<file path="src/assert_macros.svh">
// Assertion macros for the key matrix scan encoder; included by the controller.
// Each macro is defined empty when SYNTH is set.
`ifndef ASSERT_MACROS_SVH
`define ASSERT_MACROS_SVH

`ifndef SYNTH

// The property must hold at every rising clock edge outside reset.
`define KMSE_ASSERT(lbl, clk, rst_n, prop) \
  lbl: assert property (@(posedge clk) disable iff (!rst_n) prop) \
    else $error("%m: check failed");

// The condition must never be true at a rising clock edge outside reset.
`define KMSE_ASSERT_NEVER(lbl, clk, rst_n, cond) \
  lbl: assert property (@(posedge clk) disable iff (!rst_n) !(cond)) \
    else $error("%m: forbidden condition seen");

`else

`define KMSE_ASSERT(lbl, clk, rst_n, prop)
`define KMSE_ASSERT_NEVER(lbl, clk, rst_n, cond)

`endif

`endif

</file>
<file path="src/kmse_pkg.sv">
package kmse_pkg;

  // Matrix geometry defaults.
  localparam int Rows    = 10;
  localparam int Columns = 5;

  // Fixed field widths.
  localparam int ColumnW    = 3;
  localparam int RowLevelsW = 10;
  localparam int KeycodeW   = 9;
  localparam int LayerW     = 2;
  localparam int MapArgW    = 4;
  localparam int MapIdxW    = 8;

  // Keymap geometry and modifier key positions.
  localparam int Layers    = 4;
  localparam int MapRows   = 10;
  localparam int MapCols   = 5;
  localparam int ModRow    = 8;
  localparam int SecondCol = 1;
  localparam int ModeCol   = 0;
  localparam int Unmapped  = -1;

  // One scanned column.
  typedef struct packed {
    logic [ColumnW-1:0]    column;
    logic [RowLevelsW-1:0] row_levels;
  } scan_t;

  // One key event.
  typedef struct packed {
    logic signed [KeycodeW-1:0] keycode;
    logic                       pressed;
    logic                       last;
  } evt_t;

  // Commands from the controller to the datapath.
  typedef struct packed {
    logic in_ready;
    logic emit;
    logic next_row;
    logic next_layer;
  } cmd_t;

  // Status from the datapath to the controller.
  typedef struct packed {
    logic              in_valid;
    logic              col_ok;
    logic              rise;
    logic              fall;
    logic              any_left;
    logic              last;
    logic              out_free;
    logic [LayerW-1:0] layer;
  } status_t;

  // Keymap, flattened as layer * 50 + table row * 5 + column.
  localparam int KeyMap [Layers*MapRows*MapCols] = '{
    // Layer 0
    59, 60, 61, 62, 63,
    -1, -1, 111, 105, 103,
    58, 97, 42, 108, 106,
    30, 48, 46, 56, 14,
    32, 18, 33, 34, 35,
    23, 36, 37, 38, 50,
    49, 24, 25, 16, 19,
    31, 20, 22, 47, 17,
    45, 21, 44, -1, 40,
    -1, 57, 39, -1, 28,
    // Layer 1
    59, 60, 61, 62, 63,
    -1, -1, 111, 105, 103,
    58, 97, 42, 108, 106,
    30, 48, 46, 56, 14,
    32, 18, 33, 34, 35,
    23, 36, 37, 38, 50,
    49, 8, 9, 10, 19,
    31, 5, 6, 7, 12,
    45, 2, 3, 4, 13,
    -1, 11, 39, -1, 28,
    // Layer 2
    59, 60, 61, 62, 63,
    -1, -1, 111, 105, 103,
    58, 97, 42, 108, 106,
    30, 48, 46, 56, 14,
    32, 18, 33, 34, 35,
    23, 36, 37, 38, 50,
    49, 8, 9, 10, 19,
    31, 5, 6, 7, 12,
    45, 2, 3, 4, 13,
    -1, 11, 39, -1, 28,
    // Layer 3
    59, 60, 61, 62, 63,
    -1, -1, 111, 105, 103,
    58, 97, 42, 108, 106,
    30, 48, 46, 56, 14,
    32, 18, 33, 34, 35,
    23, 36, 37, 38, 50,
    49, 8, 9, 10, 19,
    31, 5, 6, 7, 12,
    45, 2, 3, 4, 13,
    -1, 11, 39, -1, 28
  };

  // Look up a keycode; positions outside the keymap are unmapped.
  function automatic logic [KeycodeW-1:0] keycode_lookup(
    input logic [LayerW-1:0]  layer,
    input logic [MapArgW-1:0] trow,
    input logic [MapArgW-1:0] col
  );
    logic [MapIdxW-1:0] idx;
    idx = MapIdxW'(layer) * MapIdxW'(MapRows * MapCols)
        + MapIdxW'(trow) * MapIdxW'(MapCols) + MapIdxW'(col);
    if ((trow < MapArgW'(MapRows)) && (col < MapArgW'(MapCols))) begin
      return KeycodeW'(KeyMap[idx]);
    end
    return KeycodeW'(Unmapped);
  endfunction

endpackage

</file>
<file path="src/kmse_ctrl.sv">
`include "assert_macros.svh"

module kmse_ctrl (
  input  logic              clk_i,
  input  logic              rst_ni,
  input  kmse_pkg::status_t st_i,
  output kmse_pkg::cmd_t    cmd_o
);

  typedef enum logic {
    IDLE,
    SCAN
  } state_e;

  state_e state_q;
  state_e state_d;

  // Next state and commands.
  always_comb begin
    state_d          = state_q;
    cmd_o.in_ready   = 1'b0;
    cmd_o.emit       = 1'b0;
    cmd_o.next_row   = 1'b0;
    cmd_o.next_layer = 1'b0;
    unique case (state_q)
      IDLE: begin
        cmd_o.in_ready = 1'b1;
        if (st_i.in_valid && st_i.col_ok) begin
          state_d = SCAN;
        end
      end
      SCAN: begin
        priority if (!st_i.any_left) begin
          state_d = IDLE;
        end else if (!st_i.rise && !st_i.fall) begin
          cmd_o.next_row = 1'b1;
        end else if (st_i.out_free) begin
          cmd_o.emit = 1'b1;
          if (st_i.last) begin
            state_d = IDLE;
          end else if (st_i.rise ||
                       st_i.layer == kmse_pkg::LayerW'(kmse_pkg::Layers - 1)) begin
            cmd_o.next_row = 1'b1;
          end else begin
            cmd_o.next_layer = 1'b1;
          end
        end
      end
      default: begin
        state_d = IDLE;
      end
    endcase
  end

  // State register.
  always_ff @(posedge clk_i or negedge rst_ni) begin
    if (!rst_ni) begin
      state_q <= IDLE;
    end else begin
      state_q <= state_d;
    end
  end

  // The final event of a sample returns the controller to idle.
  `KMSE_ASSERT(a_last_ends_scan, clk_i, rst_ni, (cmd_o.emit && st_i.last) |=> state_q == IDLE)
  // Release layers only advance within a falling row.
  `KMSE_ASSERT(a_layer_on_fall, clk_i, rst_ni, (st_i.layer != '0) |-> st_i.fall)
  // A new sample always starts at layer zero.
  `KMSE_ASSERT(a_idle_layer_zero, clk_i, rst_ni, (state_q == IDLE && st_i.in_valid && st_i.col_ok) |=> (st_i.layer == '0))
  // Never overwrite an event that is still waiting.
  `KMSE_ASSERT_NEVER(a_no_overrun, clk_i, rst_ni, cmd_o.emit && !st_i.out_free)

endmodule

</file>
<file path="config.mk">
export PLATFORM = sky130hd
export DESIGN_NAME = kmse_ctrl
export DESIGN_NICKNAME = d
export VERILOG_FILES = /design/src/kmse_pkg.sv /design/src/kmse_ctrl.sv
export VERILOG_INCLUDE_DIRS = /design/src /design/src/src
export SDC_FILE = /design/constraint.sdc
export NUM_CORES = 1
export LEC_CHECK = 0
export BUFFER_PORTS_ARGS = -buffer_cell sky130_fd_sc_hd__buf_4
export CORE_AREA = 2 2 39 41
export CTS_CLUSTER_SIZE = 30
export DETAILED_ROUTE_END_ITERATION = 8
export DIE_AREA = 0 0 41 43
export PLACE_DENSITY_LB_ADDON = 0.1
export SYNTH_ARGS = -nofsm -noshare
export SYNTH_HDL_FRONTEND = slang
export SYNTH_SLANG_ARGS = --single-unit
</file>
<file path="constraint.sdc">
create_clock -name clk_i -period 1.75 [get_ports clk_i]
set_input_delay 0.175 -clock clk_i [delete_from_list [all_inputs] [get_ports clk_i]]
set_output_delay 0.175 -clock clk_i [all_outputs]
set_load 0.05 [all_outputs]
</file>
# --- After elaboration in Yosys (flattened, before gate mapping) ---
# Index checks and enable logic that the tools add are counted.
totals:
  ff_bits: 1
  output_inout_bits: 4
classes:
  bitwise_logic: 1
  n_reduce_logical: 5
  eq_ne: 1
  muxes: 16
ops:
  columns: ["cell", "count"]
  rows:
  - ["$mux 1", 11]
  - ["$mux 3", 3]
  - ["$eq 2x2->1 const B", 1]
  - ["$logic_and 1x1->1", 2]
  - ["$logic_not 1->1", 2]
  - ["$mux 2", 1]
  - ["$pmux 1 s2", 1]
  - ["$logic_or 1x1->1", 1]
  - ["$not 1->1", 1]

# --- Depth between registers and ports, before layout ---
# Gate-level depths: netlist of the first run.
depth:
  word_depth: 8
  ltp_mapped: 2
  mapped_depth_nobuf: 2

# --- Worst setup path before layout of the first run ---
# OpenSTA, ideal clock, no wires.
synth_path:
  path_kind: "flip-flop to output port"
  from: "register state_q"
  to: "output cmd_o[1] (netlist name)"
  path_buffers: 0
  path_stages_with_launch: 3
  t_required_ns: 1.575
  arrival_ns: 1.676
  path_slack_ns: -0.101
  cell_sequence: "dfrtp_1 -> nand2_2 -> o32ai_1"
synth_lines:
  columns: ["element", "line", "source"]
  rows:
  - ["start: declaration", "kmse_ctrl.sv:15", "state_e state_q;"]
  - ["start signal: assignment", "kmse_ctrl.sv:60", "state_q <= state_d;"]
  - ["end: declaration", "kmse_ctrl.sv:7", "output kmse_pkg::cmd_t cmd_o"]

==> impl_metrics.xml, run 1 <==
<?xml version="1.0" encoding="UTF-8"?>
<metrics>
  <group name="timing">
    <metric name="fin_skew" unit="ps">0</metric>
    <metric name="finalCritPeriodShare" unit="%">65.8</metric>
    <metric name="max-slew-margin-rel" unit="%">85.1</metric>
    <metric name="fin_tns_setup" unit="ps">0</metric>
    <metric name="rsz0062_at_grt" unit="">no</metric>
    <metric name="worst_pin_slew" unit="ps">223</metric>
    <metric name="final_max_slew_viol_count" unit="">0</metric>
    <metric name="setup_viol_count_final" unit="">0</metric>
    <metric name="timing.final.hold_violations" unit="">0</metric>
    <metric name="final_period_minus_worst_setup_slack" unit="ps">1150</metric>
    <metric name="maxClockFrequency" unit="MHz">868</metric>
  </group>
  <group name="routing">
    <metric name="postRouteWirelength" unit="um">407</metric>
    <metric name="dr.pass1.iters" unit="">2</metric>
    <metric name="drt_iter0_drc" unit="">1</metric>
    <metric name="wire_per_inst" unit="um">9.47</metric>
    <metric name="drc" unit="">0</metric>
    <metric name="vias" unit="">157</metric>
    <metric name="ant_nets" unit="">0</metric>
    <metric name="avgViaCountPerCell" unit="">3.65</metric>
  </group>
  <group name="cells_and_area">
    <metric name="mostFrequentLayoutCell" unit="">sky130_fd_sc_hd__buf_4</metric>
    <metric name="num_antenna_cells" unit="">0</metric>
    <metric name="final_core_utilization" unit="%">17.6</metric>
    <metric name="area_growth_syn_to_layout" unit="%">141</metric>
    <metric name="largestRegisters" unit="">state_q: 1 flops</metric>
    <metric name="layout.cell_area.non_filler" unit="um^2">244</metric>
    <metric name="nNetsFinal" unit="">40</metric>
    <metric name="post_route_cells_drive_above_1_share" unit="%">63.0</metric>
    <metric name="regMostFlops" unit="">state_q</metric>
    <metric name="filler_cell_count" unit="">162</metric>
    <metric name="largest_register_ff_count" unit="">1</metric>
    <metric name="regArea" unit="um^2">25.0</metric>
    <metric name="area_taken_by_multi_input_logic_gates" unit="um^2">80.1</metric>
  </group>
  <group name="setup_path">
    <metric name="origin_of_the_critical_flop_to_flop_path" unit="">state_q</metric>
    <metric name="worst_reg2reg_setup_slack" unit="ps">980</metric>
    <metric name="worstSetupEndpoint" unit="">cmd_o[0]</metric>
    <metric name="maximum_fanout_encountered_on_the_critical_timing_path" unit="">4</metric>
    <metric name="crit_type" unit="">flip-flop to primary output</metric>
    <metric name="worstPathArrival" unit="ps">980</metric>
    <metric name="setup.worst_path.start" unit="">state_q</metric>
    <metric name="critPathCaptureType" unit="">primary output</metric>
    <metric name="critical_path_required" unit="ps">1570</metric>
    <metric name="crit_path_start_kind" unit="">flip-flop</metric>
    <metric name="worstReg2RegEnd" unit="">state_q</metric>
    <metric name="worst-r2r-cell-count" unit="">2</metric>
  </group>
  <group name="floorplanning">
    <metric name="placementRows" unit="">14</metric>
    <metric name="die-width" unit="um">41</metric>
    <metric name="floorplan.initialDensity" unit="%">7.32</metric>
    <metric name="coreArea" unit="um^2">1380</metric>
    <metric name="design.die.area" unit="um^2">1760</metric>
    <metric name="io_pins" unit="">15</metric>
    <metric name="die_height" unit="um">43</metric>
  </group>
  <group name="hold_path">
    <metric name="worst_hold_path_type" unit="">input pin to flip-flop</metric>
    <metric name="hold_path_startpoint" unit="">st_i[7]</metric>
  </group>
  <group name="yosys">
    <metric name="synth_top_area_share" unit="%">24.7</metric>
    <metric name="yosysSeqAreaShare" unit="%">24.7</metric>
    <metric name="number_of_cells_produced_by_synthesis" unit="">12</metric>
    <metric name="number_of_storage_elements_in_the_synthesis_netlist" unit="">1</metric>
    <metric name="yosys.area.top_type" unit="">sky130_fd_sc_hd__dfrtp_1</metric>
    <metric name="syn_area" unit="um^2">101</metric>
    <metric name="yosysWarningCount" unit="">0</metric>
    <metric name="synth.lib_cells_used.distinct" unit="">12</metric>
    <metric name="synth_area_per_cell" unit="um^2">8.45</metric>
    <metric name="synthesis.nets" unit="">23</metric>
    <metric name="synth_top_cells_by_area" unit="">sky130_fd_sc_hd__dfrtp_1 25%, sky130_fd_sc_hd__nor4b_2 15%, sky130_fd_sc_hd__o211a_1 9.9%</metric>
  </group>
  <group name="clock_tree">
    <metric name="clk_slew_on_worst_s_h_paths" unit="ps">0</metric>
    <metric name="post_cts_resized" unit="">0</metric>
    <metric name="clock_insertion_delay_at_the_later_pin_of_the_skew_report" unit="ps">0</metric>
  </group>
  <group name="placed_design">
    <metric name="globalplace.congestion" unit="">0.584</metric>
    <metric name="hpwl_after_detailed_placement" unit="um">362</metric>
    <metric name="buffer_ports.inserted" unit="">14</metric>
    <metric name="placed_area" unit="um^2">234</metric>
  </group>
  <group name="status">
    <metric name="run_status" unit="">completed</metric>
  </group>
  <group name="grt">
    <metric name="via_count_of_the_first_global_routing_pass" unit="">155</metric>
    <metric name="grt_usage" unit="%">4.51</metric>
    <metric name="gr-max-usage-layer" unit="">met2</metric>
    <metric name="grt.met1_usage" unit="%">6.71</metric>
    <metric name="global_route.overflow_total" unit="">0</metric>
    <metric name="met3_routing_resource_usage_after_global_routing" unit="%">0</metric>
    <metric name="number_of_antenna_violations_at_the_first_check_in_global_routing" unit="">0</metric>
    <metric name="grt_pass1_wl" unit="um">593</metric>
    <metric name="grt_max_degree" unit="">5</metric>
    <metric name="globalRouteMet2Util" unit="%">7.50</metric>
  </group>
  <group name="power">
    <metric name="power_density" unit="nW/um^2">364</metric>
    <metric name="power.leakage" unit="nW">0.115</metric>
    <metric name="max-vdd-ir-drop" unit="V">0.000217</metric>
  </group>
  <group name="flow_run">
    <metric name="maxCapViolations" unit="">0</metric>
  </group>
</metrics>
-- cells in the mapped netlist (all sizes together) --
library cell and number:
nand4b 1, o211a 1, dfrtp 1, nor4b 1
nor2 1, inv 1, o22ai 1, a21oi 1
o32ai 1, nand2 2, o21ai 1
-- metal layers --
| layer | wire length (um) | up-vias |
|---|---|---|
| met5 | 0 | - |
| met4 | 0 | 0 |
| met3 | 60 | 0 |
| met2 | 151 | 15 |
| met1 | 195 | 64 |
| li1 | - | 78 |
-- critical path, stage by stage, from the launching register on --
cell and delay (ps):
sky130_fd_sc_hd__dfrtp_1 380, sky130_fd_sc_hd__nand2_2 110, sky130_fd_sc_hd__nor4b_2 250, sky130_fd_sc_hd__buf_4 230
-- what timing repair did --
item / in CTS / in global routing
hold endpoints to repair: 1 / 0
buffers inserted: 0 / 0
hold buffers: 1 / 0
-- how the worst min path moves through the flow --
stage                         end  cells after the start  slack, ps
after floorplan           state_q                      0       -120
after global placement    state_q                      1        -50
after detailed placement  state_q                      1        -50
after CTS                 state_q                      3        480
after global routing      state_q                      3        510
final                     state_q                      3        470
-- final cells by class --
type                            count  area share (%)
Timing Repair Buffer               15            47.2
Inverter                            1            1.54
Tap cell                           16            8.21
Sequential cell                     1            10.3
Multi-Input combinational cell     10            32.8
-- where the power goes --
part | switching [mW] | internal (mW)
logic | 0.0321 | 0.0278
clock network | 0 | 0
registers | 0.00298 | 0.0260
total | 0.0350 | 0.0538
-- kinds of logic (layout without fill, tap and decap cells) --
group,after synthesis,count (layout),synth area share (%)
AO/OA/AOI/OAI,5,5,34.6
AND/OR/NAND/NOR,5,5,37.0
flip-flops,1,1,24.7
buffers and inverters,1,16,3.70
-- through the flow --
stage | instances | setup WS, ps | power (mW) | hold WS [ps]
4_1_cts | 43 | 604 | 0.0890 | 475
2_1_floorplan | 12 | 151 | 0.0565 | -121
3_5_place_dp | 42 | 605 | 0.0871 | -47.6
5_1_grt | 43 | 538 | 0.0937 | 512
6_report | 43 | 598 | 0.0889 | 471
3_3_place_gp | 42 | 612 | 0.0869 | -48.8
Power figures use the tool's default switching activity.
==> run 2: changes to the inputs <==
Clock period 1.75 ns to 1.2 ns, I/O delays scaled along.
==> run 2 against run 1 <==
Final cell count grew 2.3%. Global-route usage is 0.70 points lower. Critical endpoint unchanged. Wire length decreased by 13%. Via count unchanged. Largest power group unchanged.
==> impl_metrics.xml, run 2 (same netlist as run 1, synthesis figures left out) <==
<?xml version="1.0" encoding="UTF-8"?>
<metrics>
  <group name="routing">
    <metric name="drc" unit="">0</metric>
    <metric name="drt_iter0_drc" unit="">2</metric>
    <metric name="ant_nets" unit="">0</metric>
    <metric name="dr.pass1.iters" unit="">3</metric>
    <metric name="avgViaCountPerCell" unit="">3.57</metric>
    <metric name="wire_per_inst" unit="um">8.09</metric>
    <metric name="postRouteWirelength" unit="um">356</metric>
    <metric name="vias" unit="">157</metric>
  </group>
  <group name="grt">
    <metric name="via_count_of_the_first_global_routing_pass" unit="">138</metric>
    <metric name="grt_max_degree" unit="">5</metric>
    <metric name="grt_pass1_wl" unit="um">517</metric>
    <metric name="grt_usage" unit="%">3.81</metric>
    <metric name="global_route.overflow_total" unit="">0</metric>
    <metric name="number_of_antenna_violations_at_the_first_check_in_global_routing" unit="">0</metric>
  </group>
  <group name="cells_and_area">
    <metric name="regMostFlops" unit="">state_q</metric>
    <metric name="filler_cell_count" unit="">160</metric>
    <metric name="largest_register_ff_count" unit="">1</metric>
    <metric name="final_core_utilization" unit="%">20.1</metric>
    <metric name="largestRegisters" unit="">state_q: 1 flops</metric>
    <metric name="num_antenna_cells" unit="">0</metric>
    <metric name="area_growth_syn_to_layout" unit="%">174</metric>
    <metric name="layout.cell_area.non_filler" unit="um^2">278</metric>
    <metric name="post_route_cells_drive_above_1_share" unit="%">67.9</metric>
    <metric name="layout.cells.non_filler" unit="">44</metric>
    <metric name="mostFrequentLayoutCell" unit="">sky130_fd_sc_hd__buf_4</metric>
    <metric name="nNetsFinal" unit="">41</metric>
  </group>
  <group name="setup_path">
    <metric name="crit_path_start_kind" unit="">flip-flop</metric>
    <metric name="setup.worst_path.start" unit="">state_q</metric>
    <metric name="worstReg2RegEnd" unit="">state_q</metric>
    <metric name="maximum_fanout_encountered_on_the_critical_timing_path" unit="">4</metric>
    <metric name="worstPathArrival" unit="ps">980</metric>
    <metric name="critPathCaptureType" unit="">primary output</metric>
    <metric name="critical_path_required" unit="ps">1080</metric>
    <metric name="worst_reg2reg_setup_slack" unit="ps">410</metric>
    <metric name="crit_type" unit="">flip-flop to primary output</metric>
    <metric name="worst-r2r-cell-count" unit="">2</metric>
    <metric name="origin_of_the_critical_flop_to_flop_path" unit="">state_q</metric>
    <metric name="worstSetupEndpoint" unit="">cmd_o[0]</metric>
  </group>
  <group name="clock_tree">
    <metric name="cts.repair_timing.setup_buffer_count" unit="">0</metric>
    <metric name="clk_slew_on_worst_s_h_paths" unit="ps">0</metric>
    <metric name="clock_insertion_delay_at_the_later_pin_of_the_skew_report" unit="ps">0</metric>
  </group>
  <group name="status">
    <metric name="run_status" unit="">completed</metric>
  </group>
  <group name="floorplanning">
    <metric name="die_height" unit="um">43</metric>
    <metric name="floorplan.initialDensity" unit="%">7.32</metric>
    <metric name="design.die.area" unit="um^2">1760</metric>
    <metric name="io_pins" unit="">15</metric>
    <metric name="die-width" unit="um">41</metric>
    <metric name="placementRows" unit="">14</metric>
    <metric name="coreArea" unit="um^2">1380</metric>
  </group>
  <group name="power">
    <metric name="power_density" unit="nW/um^2">504</metric>
    <metric name="finalPower" unit="mW">0.140</metric>
    <metric name="max-vdd-ir-drop" unit="V">0.000193</metric>
    <metric name="power.leakage" unit="nW">0.128</metric>
  </group>
  <group name="timing">
    <metric name="setup_viol_count_final" unit="">0</metric>
    <metric name="fin_skew" unit="ps">0</metric>
    <metric name="max-slew-margin-rel" unit="%">78.7</metric>
    <metric name="timing.final.hold_violations" unit="">0</metric>
    <metric name="post-route-worst-setup-slack" unit="ps">101</metric>
    <metric name="finalCritPeriodShare" unit="%">91.6</metric>
    <metric name="rsz0062_at_grt" unit="">no</metric>
    <metric name="final_max_slew_viol_count" unit="">0</metric>
    <metric name="worst_pin_slew" unit="ps">317</metric>
    <metric name="maxClockFrequency" unit="MHz">910</metric>
    <metric name="final_period_minus_worst_setup_slack" unit="ps">1100</metric>
  </group>
  <group name="placed_design">
    <metric name="buffer_ports.inserted" unit="">14</metric>
    <metric name="dpl_worst_slack" unit="ps">67.4</metric>
    <metric name="dpl.cell_count" unit="">43</metric>
    <metric name="globalplace.congestion" unit="">0.589</metric>
    <metric name="placed_area" unit="um^2">264</metric>
  </group>
  <group name="flow_run">
    <metric name="maxCapViolations" unit="">0</metric>
  </group>
  <group name="hold_path">
    <metric name="worst_hold_path_type" unit="">input pin to flip-flop</metric>
  </group>
</metrics>
[run 2: power by group]
part	switching [mW]	internal, mW
registers	0.00416	0.0380
logic	0.0518	0.0462
clock network	0	0
total	0.0560	0.0841
[run 2: area by class of cell]
cell class | count | area, um^2 | share of cell area [%]
Inverter | 1 | 3.75 | 1.35
Tap cell | 16 | 20.0 | 7.21
Multi-Input combinational cell | 10 | 103 | 36.9
Timing Repair Buffer | 16 | 126 | 45.5
Sequential cell | 1 | 25.0 | 9.01
[run 2: worst max-delay path, cell delays in order (launching register included)]
cell                      delay [ps]
sky130_fd_sc_hd__dfrtp_1         380
sky130_fd_sc_hd__nand2_2         130
sky130_fd_sc_hd__nor4b_4         280
sky130_fd_sc_hd__buf_6           190
[run 2: per-stage QoR]
step | setup TNS, ps | hold slack, ps
after floorplan | -66.3 | -176
after global placement | 0 | -104
after detailed placement | 0 | -104
after CTS | 0 | 414
after global routing | 0 | 443
final | 0 | 403
[run 2: worst min path at each step]
stage	start	endpoint	slack, ps	cells after the start
3_3_place_gp	rst_ni	state_q	-100	1
2_1_floorplan	rst_ni	state_q	-180	0
5_1_grt	st_i[7]	state_q	440	3
4_1_cts	st_i[7]	state_q	410	3
3_5_place_dp	rst_ni	state_q	-100	1
6_report	st_i[7]	state_q	400	3
[run 2: timing repair]
| item | in CTS | in global routing |
|---|---|---|
| gates resized for setup | 0 | 1 |
| hold buffers | 1 | 0 |
| setup endpoints to repair | 0 | 1 |
| hold endpoints to repair | 1 | 0 |
[run 2: routing by layer]
metal	routed length [um]	track usage, %	vias up
met4	0	0	0
met2	152	6.56	11
met5	0	0	-
li1	-	-	80
met1	143	5.43	66
met3	60	0	0
==> run 3: changes to the inputs <==
Settings changed: PLACE_DENSITY_LB_ADDON 0.1 to not set, SKIP_CTS_REPAIR_TIMING set to 1.
Clock period 1.2 ns to 1.29 ns, I/O delays scaled along.
==> run 3 against run 2 <==
Via count up 0.64%. Die area stayed put. First-iteration DRC count stayed put. Power shrank 12%. Sequential power decreased by 7.4%. Critical endpoint unchanged. Highest routed layer unchanged.
==> impl_metrics.xml, run 3 (same netlist as run 1, synthesis figures left out) <==
<?xml version="1.0" encoding="UTF-8"?>
<metrics>
  <group name="cells_and_area">
    <metric name="largestRegisters" unit="">state_q: 1 flops</metric>
    <metric name="mostFrequentLayoutCell" unit="">sky130_fd_sc_hd__buf_4</metric>
    <metric name="regMostFlops" unit="">state_q</metric>
    <metric name="area_growth_syn_to_layout" unit="%">149</metric>
    <metric name="nNetsFinal" unit="">40</metric>
    <metric name="num_antenna_cells" unit="">0</metric>
    <metric name="layout.cell_area.non_filler" unit="um^2">253</metric>
    <metric name="largest_register_ff_count" unit="">1</metric>
    <metric name="layout.cells.non_filler" unit="">43</metric>
    <metric name="post_route_cells_drive_above_1_share" unit="%">63.0</metric>
  </group>
  <group name="setup_path">
    <metric name="worstPathBufferInverterCount" unit="">1</metric>
    <metric name="worst_reg2reg_setup_slack" unit="ps">520</metric>
    <metric name="worstPathArrival" unit="ps">970</metric>
    <metric name="crit_path_start_kind" unit="">flip-flop</metric>
    <metric name="origin_of_the_critical_flop_to_flop_path" unit="">state_q</metric>
    <metric name="critPathCaptureType" unit="">primary output</metric>
    <metric name="worst-r2r-cell-count" unit="">2</metric>
    <metric name="crit_type" unit="">flip-flop to primary output</metric>
    <metric name="critical_path_required" unit="ps">1160</metric>
    <metric name="maximum_fanout_encountered_on_the_critical_timing_path" unit="">4</metric>
    <metric name="worstReg2RegEnd" unit="">state_q</metric>
    <metric name="worst_path_dominant_cell_family" unit="">flip-flops</metric>
    <metric name="setup.worst_path.start" unit="">state_q</metric>
    <metric name="critical-path-max-stage-delay" unit="ps">370</metric>
    <metric name="crit_path_top_delay_cell" unit="">sky130_fd_sc_hd__dfrtp_1</metric>
    <metric name="crit_path_cell_trace" unit="">nand2_2 &gt; nor4b_4 &gt; buf_4</metric>
  </group>
  <group name="timing">
    <metric name="maxClockFrequency" unit="MHz">912</metric>
    <metric name="worst_pin_slew" unit="ps">261</metric>
    <metric name="fin_skew" unit="ps">0</metric>
    <metric name="max-slew-margin-rel" unit="%">82.5</metric>
    <metric name="whs" unit="ps">414</metric>
    <metric name="final_period_minus_worst_setup_slack" unit="ps">1100</metric>
    <metric name="finalCritPeriodShare" unit="%">85.0</metric>
    <metric name="timing.final.hold_violations" unit="">0</metric>
    <metric name="setup_viol_count_final" unit="">0</metric>
    <metric name="final_max_slew_viol_count" unit="">0</metric>
    <metric name="rsz0062_at_grt" unit="">no</metric>
  </group>
  <group name="floorplanning">
    <metric name="coreArea" unit="um^2">1380</metric>
    <metric name="floorplan.initialDensity" unit="%">7.32</metric>
    <metric name="placementRows" unit="">14</metric>
    <metric name="die-width" unit="um">41</metric>
    <metric name="die_height" unit="um">43</metric>
    <metric name="io_pins" unit="">15</metric>
    <metric name="design.die.area" unit="um^2">1760</metric>
  </group>
  <group name="flow_run">
    <metric name="maxCapViolations" unit="">0</metric>
  </group>
  <group name="routing">
    <metric name="avgViaCountPerCell" unit="">3.67</metric>
    <metric name="drc" unit="">0</metric>
    <metric name="dr.pass1.iters" unit="">2</metric>
    <metric name="wire_per_inst" unit="um">8.23</metric>
    <metric name="postRouteWirelength" unit="um">354</metric>
    <metric name="ant_nets" unit="">0</metric>
    <metric name="vias" unit="">158</metric>
    <metric name="drt_iter0_drc" unit="">2</metric>
  </group>
  <group name="hold_path">
    <metric name="holdPathEnd" unit="">state_q</metric>
    <metric name="worst_hold_path.num_cells" unit="">3</metric>
    <metric name="worst_hold_path_type" unit="">input pin to flip-flop</metric>
    <metric name="hold_path_startpoint" unit="">st_i[7]</metric>
  </group>
  <group name="grt">
    <metric name="gr-max-usage-layer" unit="">met1</metric>
    <metric name="met3_routing_resource_usage_after_global_routing" unit="%">0</metric>
    <metric name="grt_pass1_wl" unit="um">476</metric>
    <metric name="via_count_of_the_first_global_routing_pass" unit="">111</metric>
    <metric name="grt.met1_usage" unit="%">7.35</metric>
    <metric name="grt_max_degree" unit="">5</metric>
    <metric name="grt_usage" unit="%">3.51</metric>
    <metric name="global_route.overflow_total" unit="">0</metric>
    <metric name="globalRouteMet2Util" unit="%">3.75</metric>
    <metric name="number_of_antenna_violations_at_the_first_check_in_global_routing" unit="">0</metric>
  </group>
  <group name="placed_design">
    <metric name="placed_area" unit="um^2">243</metric>
    <metric name="globalplace.congestion" unit="">0.607</metric>
    <metric name="dpl.cell_count" unit="">42</metric>
    <metric name="buffer_ports.inserted" unit="">14</metric>
  </group>
  <group name="power">
    <metric name="switching_share" unit="%">39.6</metric>
    <metric name="power_frac_clock" unit="%">0</metric>
    <metric name="finalPower" unit="mW">0.123</metric>
    <metric name="p_switching" unit="mW">0.0486</metric>
    <metric name="power.leakage" unit="nW">0.121</metric>
    <metric name="share_comb_of_total_power" unit="%">68.2</metric>
    <metric name="max-vdd-ir-drop" unit="V">0.000278</metric>
    <metric name="power.internal" unit="mW">0.0741</metric>
    <metric name="power_density" unit="nW/um^2">486</metric>
    <metric name="seq_power_share" unit="%">31.8</metric>
  </group>
  <group name="clock_tree">
    <metric name="clock_insertion_delay_at_the_later_pin_of_the_skew_report" unit="ps">0</metric>
    <metric name="clk_slew_on_worst_s_h_paths" unit="ps">0</metric>
  </group>
  <group name="status">
    <metric name="run_status" unit="">completed</metric>
  </group>
</metrics>
==> run 3: cell count changes in the layout (fill, tap and decap cells not counted), sizes merged <==
| cell | delta |
|---|---|
| buf | -1 |
==> run 3: how the worst max path moves through the flow <==
stage | to | slack (ps) | depth (start not counted)
after floorplan | cmd_o[1] | -30 | 2
after CTS | cmd_o[0] | 180 | 3
after detailed placement | cmd_o[0] | 170 | 3
final | cmd_o[0] | 190 | 3
after global routing | cmd_o[0] | 130 | 3
after global placement | cmd_o[0] | 170 | 3
==> run 3: worst register-to-register path: cells and delay by family (launching register included) <==
kind | cells | cell delay [ps]
AOI/OAI and AO/OA | 1 | 190
DFF | 1 | 370
and+or+nand+nor | 1 | 110
==> run 3: cell type report <==
class / count / area, um^2
timing repair buffer: 15 / 115
tap: 16 / 20.0
multi-input combinational: 10 / 88.8
inverter: 1 / 3.75
fill: 156 / 1130
sequential: 1 / 25.0
==> run 3: power groups by stage <==
stage	Combinational (mW)	Sequential (mW)	Clock, mW
global placement	0.0807	0.0389	0
finish	0.0837	0.0390	0
global route	0.0899	0.0396	0
CTS	0.0820	0.0392	0
floorplan	0.0409	0.0384	0
detailed placement	0.0817	0.0392	0
==> run 3: through the flow <==
| step | TNS (ps) | utilization [%] | setup WS, ps |
|---|---|---|---|
| CTS | 0 | 17.5 | 175 |
| floorplan | -28.1 | - | -28.1 |
| global placement | 0 | 17.5 | 174 |
| global route | 0 | 18.3 | 125 |
| finish | 0 | 18.3 | 193 |
| detailed placement | 0 | 17.5 | 174 |
==> run 3: layer usage <==
metal | vias to the layer above | part of all wire (%)
li1 | 79 | -
met1 | 64 | 51
met2 | 15 | 29
met3 | 0 | 20
met4 | 0 | 0
met5 | - | 0
